### src/bpc_pkg.sv
// ----------------------------------------------------------------------------
// bpc_pkg
// Shared types, register map and constants of the pressure compensation block.
// ----------------------------------------------------------------------------
`default_nettype none

package bpc_pkg;

    localparam int DW = 32;
    localparam int AW = 5;

    typedef logic [DW-1:0] t_word;

    localparam logic [2:0] REG_AC1   = 3'd0;
    localparam logic [2:0] REG_AC2   = 3'd1;
    localparam logic [2:0] REG_AC3   = 3'd2;
    localparam logic [2:0] REG_AC4   = 3'd3;
    localparam logic [2:0] REG_AC5   = 3'd4;
    localparam logic [2:0] REG_AC6   = 3'd5;
    localparam logic [2:0] REG_B1_B2 = 3'd6;
    localparam logic [2:0] REG_MC_MD = 3'd7;

    localparam t_word C_B6_OFS   = 32'd4000;
    localparam t_word C_P_MUL    = 32'd3038;
    localparam t_word C_P_NEG    = 32'd7357;
    localparam t_word C_P_ADD    = 32'd3791;
    localparam t_word C_B4_OFS   = 32'd32768;
    localparam t_word C_B7_MUL   = 32'd50000;
    localparam t_word C_SIGN     = 32'h8000_0000;
    localparam logic [17:0] C_P_MAX = 18'h3ffff;

endpackage

`default_nettype wire

### src/bpc_div.sv
// ----------------------------------------------------------------------------
// bpc_div
// Pipelined unsigned 32/32 restoring divider, one quotient bit per stage,
// with a side payload carried alongside and a per-stage ready chain.
// ----------------------------------------------------------------------------
`default_nettype none

module bpc_div
    import bpc_pkg::*;
#(
    parameter int SW = 8
) (
    input  wire logic          i_clk,
    input  wire logic          i_rst_n,
    input  wire logic          i_valid,
    output      logic          o_ready,
    input  wire t_word         i_dividend,
    input  wire t_word         i_divisor,
    input  wire logic [SW-1:0] i_side,
    output      logic          o_valid,
    input  wire logic          i_ready,
    output      t_word         o_quot,
    output      logic [SW-1:0] o_side
);

    localparam int NS = DW;

    logic          r_v    [NS];
    t_word         r_rem  [NS];
    t_word         r_n    [NS];
    t_word         r_d    [NS];
    logic [SW-1:0] r_side [NS];

    logic          en     [NS];
    logic          pv     [NS];
    t_word         prem   [NS];
    t_word         pn     [NS];
    t_word         pd     [NS];
    logic [SW-1:0] pside  [NS];
    t_word         n_rem  [NS];
    t_word         n_n    [NS];

    genvar k;
    generate
        for (k = 0; k < NS; k++) begin : g_st
            logic [DW:0] rsh;
            logic [DW:0] diff;

            if (k == 0) begin : g_first
                assign pv[k]    = i_valid;
                assign prem[k]  = '0;
                assign pn[k]    = i_dividend;
                assign pd[k]    = i_divisor;
                assign pside[k] = i_side;
            end else begin : g_next
                assign pv[k]    = r_v[k-1];
                assign prem[k]  = r_rem[k-1];
                assign pn[k]    = r_n[k-1];
                assign pd[k]    = r_d[k-1];
                assign pside[k] = r_side[k-1];
            end

            if (k == NS-1) begin : g_last
                assign en[k] = !r_v[k] || i_ready;
            end else begin : g_mid
                assign en[k] = !r_v[k] || en[k+1];
            end

            assign rsh      = {prem[k], pn[k][DW-1]};
            assign diff     = rsh - {1'b0, pd[k]};
            assign n_rem[k] = diff[DW] ? rsh[DW-1:0] : diff[DW-1:0];
            assign n_n[k]   = {pn[k][DW-2:0], !diff[DW]};

            always_ff @(posedge i_clk) begin
                if (!i_rst_n) begin
                    r_v[k] <= 1'b0;
                end else if (en[k]) begin
                    r_v[k] <= pv[k];
                end
            end

            always_ff @(posedge i_clk) begin
                if (en[k]) begin
                    r_rem[k]  <= n_rem[k];
                    r_n[k]    <= n_n[k];
                    r_d[k]    <= pd[k];
                    r_side[k] <= pside[k];
                end
            end
        end
    endgenerate

    assign o_ready = en[0];
    assign o_valid = r_v[NS-1];
    assign o_quot  = r_n[NS-1];
    assign o_side  = r_side[NS-1];

endmodule

`default_nettype wire

### config.mk
export PLATFORM = sky130hd
export DESIGN_NAME = bpc_div
export DESIGN_NICKNAME = d
export VERILOG_FILES = /design/src/bpc_pkg.sv /design/src/bpc_div.sv
export SDC_FILE = /design/constraint.sdc
export NUM_CORES = 2
export LEC_CHECK = 0
export ABC_AREA = 1
export ABC_CLOCK_PERIOD_IN_PS = 23300
export BUFFER_PORTS_ARGS = -buffer_cell sky130_fd_sc_hd__buf_2
export CORE_MARGIN = 3
export CORE_UTILIZATION = 55
export CTS_CLUSTER_SIZE = 25
export DETAILED_ROUTE_END_ITERATION = 16
export GPL_TIMING_DRIVEN = 0
export PLACE_DENSITY_LB_ADDON = 0.05
export SETUP_SLACK_MARGIN = 0.3
export SLEW_MARGIN = 20
export SYNTH_ARGS = -nofsm -noshare
export SYNTH_HDL_FRONTEND = slang
export SYNTH_SLANG_ARGS = --single-unit
### constraint.sdc
create_clock -name i_clk -period 23.3 [get_ports i_clk]
set_input_delay 3.495 -clock i_clk [delete_from_list [all_inputs] [get_ports i_clk]]
set_output_delay 3.495 -clock i_clk [all_outputs]
set_load 0.005 [all_outputs]
==> flow_summary.yaml <==
sta:
  worst_pin_slew_ns: 0.811
  max_freq_mhz: 69.8
  clock_skew_ns: 0.0611
  rsz0062_at_grt: "false"
  setup_ws_ns: 8.97
  setup-tns-final_ns: 0
  final.min_clock_period_ns: 14.33
  setup_viol: 0
  maxSlewHeadroom: 0.453
  drv_slew: 0
  hold_ws_ns: 0.398
  fin_crit_sh: 0.615
  hold_violations: 0
worst_setup_path:
  crit_path_max_fanout: 57
  rr_endpoint: "r_n[0][11]"
  crit_start: "i_ready"
  path_class: "in -> out"
  r2r_slack_ns: 15.58
  arrival_ns: 10.83
  end_kind: "output port"
  start_kind: "primary input"
  r2r_cells: 18
  worstReg2RegStart: "r_v[1][15]"
  crit_path_end: "o_ready"
  cp.required_ns: 19.81
cts:
  clk_pin_slew_ns: 0.06
  cts_resized: 0
  clkLatencyLatePin_ns: 0.92
  numCtsBuffers: 345
  cts_tree: "done"
  post_cts_buffers: 0
  cts-root-buf: "clkbuf_16"
  htreeDepth: 5
  cts_buffer_depth: 4
  cts.sinks: 3296
  cts_hold_buf: 0
route:
  routed_via_density: 5.44
  wirelength_mm: 388
  drc: 0
  ant_nets: 0
  via_count: 102000
  first_iter_violations: 8382
  firstDrtPassIters: 8
  wl_per_cell_um: 20.6
logic_synthesis:
  synth_top_cell_by_area: "edfxtp_1"
  yosysTopAreaCellShare: 0.618
  mappedNetlistArea_um2: 160000
  synthArstFlopShare: 0
  synth_most_common_cell: "edfxtp_1"
  synth_edf_count: 3295
  syn_inst: 14100
  yosysUniqueCellTypes: 50
  synth-seq-area-share: 0.618
  ys_top_cells_by_area: "edfxtp_1 62%, ha_1 7.8%, inv_1 5.7%, a21oi_1 4.6%, nand2_1 4.2%"
  yosys-top-cells-count: "3,295 x edfxtp_1, 2,440 x inv_1, 1,775 x nand2_1, 1,482 x a21oi_1, 993 x ha_1"
  ys_ff_latch: 3296
  synth_area_per_cell_um2: 11.4
  yosys_warnings: 0
  ys.flop_type: "edfxtp_1"
global_route:
  grt_max_degree: 86
  grt_pass1_vias: 102000
  grt_pass1_wl_mm: 594
  antenna_found_initial: 11
  overflow: 0
  grt_usage: 0.257
cells_and_area:
  design_area_um2: 178000
  final_util: 0.618
  drive_above_1_share: 0.0641
  area_growth_pct: 11.4
  nFillCells: 22800
  final_nets: 15700
floorplanning:
  die_x_um: 546
  start_util: 0.555
  die_area_um2: 298000
  core_region_area_um2: 289000
  num_io_pins: 118
  die_h_um: 546
  row_count: 197
place:
  dp_hpwl_mm: 295
  numPortBuffers: 116
  place_ws_ns: 8.86
  placed_area_um2: 167000
  place.gp.congestion: 0.925
power:
  pwr_density_cell_nw_per_um2: 143
  ir_drop_mv: 0.0878
  leakage_nw: 77.7
min_path:
  worst_hold_path_type: "reg -> reg"
run_status:
  outcome: "complete, no violations"
flow_run:
  drv_cap: 0
[stage by stage]
step                      power [mW]  cells
final                           25.5  18800
after global routing            27.2  18800
after CTS                       25.5  18800
after detailed placement        20.0  18200
after global placement          19.8  18100
after floorplan                 16.7  14100
[where the power goes]
part	switching, mW	internal (mW)	leakage, nW
clock	2.31	3.14	5.43
combinational	6.62	3.71	37.0
sequential	0.908	8.77	35.3
[registers in the layout, summed over array words and instances, names as in the netlist]
signal	cells
r_rem	992
r_v	32
r_n	1024
r_side	256
r_d	992
[routing by layer]
metal | track usage | wire length, µm | vias to the layer above
li1 | - | - | 49800
met1 | 0.342 | 167000 | 49500
met2 | 0.440 | 190000 | 2496
met3 | 0.0284 | 17300 | 656
met4 | 0.0841 | 13300 | 0
met5 | 0 | 0 | -
[layout make-up]
cell class	count	area [µm²]	area share
Inverter	2444	9260	0.0519
Timing Repair Buffer	169	1850	0.0104
Antenna cell	15	37.5	0.000210
Tap cell	3880	4850	0.0272
Sequential cell	3296	99000	0.555
Buffer	205	1070	0.00602
Clock inverter	227	2410	0.0135
Clock buffer	403	8890	0.0498
Multi-Input combinational cell	8178	51100	0.286
[cells in the final DEF, fill, tap and decap left out, types with 40 or more instances in the layout]
cell type	count
a21oi_1	1482
buf_2	239
nand4_1	99
a21o_1	47
inv_1	2423
nand2_1	1771
o21ai_1	165
o21bai_1	126
nand3b_1	60
clkbuf_16	347
nand3_1	97
edfxtp_1	3295
buf_4	40
ha_1	993
xor2_1	513
clkbuf_1	96
nor2_1	917
a21boi_0	120
a31oi_1	132
clkinv_1	70
a21boi_1	47
clkinv_2	54
o21ai_0	840
o21a_1	61
nor3_1	84
xnor2_1	391
[worst min-delay path by stage]
stage / start / endpoint / slack [ns] / depth (start not counted)
floorplan: r_n[0][67] / r_n[0][100] / 0.40 / 0
global placement: r_n[0][452] / r_n[0][485] / 0.40 / 0
detailed placement: r_n[0][105] / r_n[0][138] / 0.40 / 0
CTS: r_n[0][418] / r_n[0][451] / 0.40 / 0
global route: r_n[0][172] / r_n[0][205] / 0.41 / 0
finish: r_n[0][418] / r_n[0][451] / 0.40 / 0
[cell families after synthesis]
kind of cell | share of synthesized area
adders and majority gates | 0.0813
and+or+nand+nor | 0.0783
xor gates and xnor gates | 0.0494
buffers and inverters | 0.0640
AOI/OAI and AO/OA | 0.109
DFF | 0.618
other | 0.0000234
[critical path: stages]
cell and delay, ns:
buf_2 0.10, inv_1 0.17, nand4_4 0.23, nor2_4 0.25, nand4_4 0.48, nor2_4 0.39
nand4_4 0.57, nor2_4 0.41, nand4_4 0.38, nor2_4 0.29, nand4_4 0.30, nor2_4 0.30
nand4_4 0.50, nor2_8 0.37, nand4_4 0.47, nor2_4 0.29, nand4_4 0.46, nor2_2 0.43
inv_6 0.24, buf_16 0.28, buf_2 0.23
Note: power is estimated with default switching activity, not from simulation.
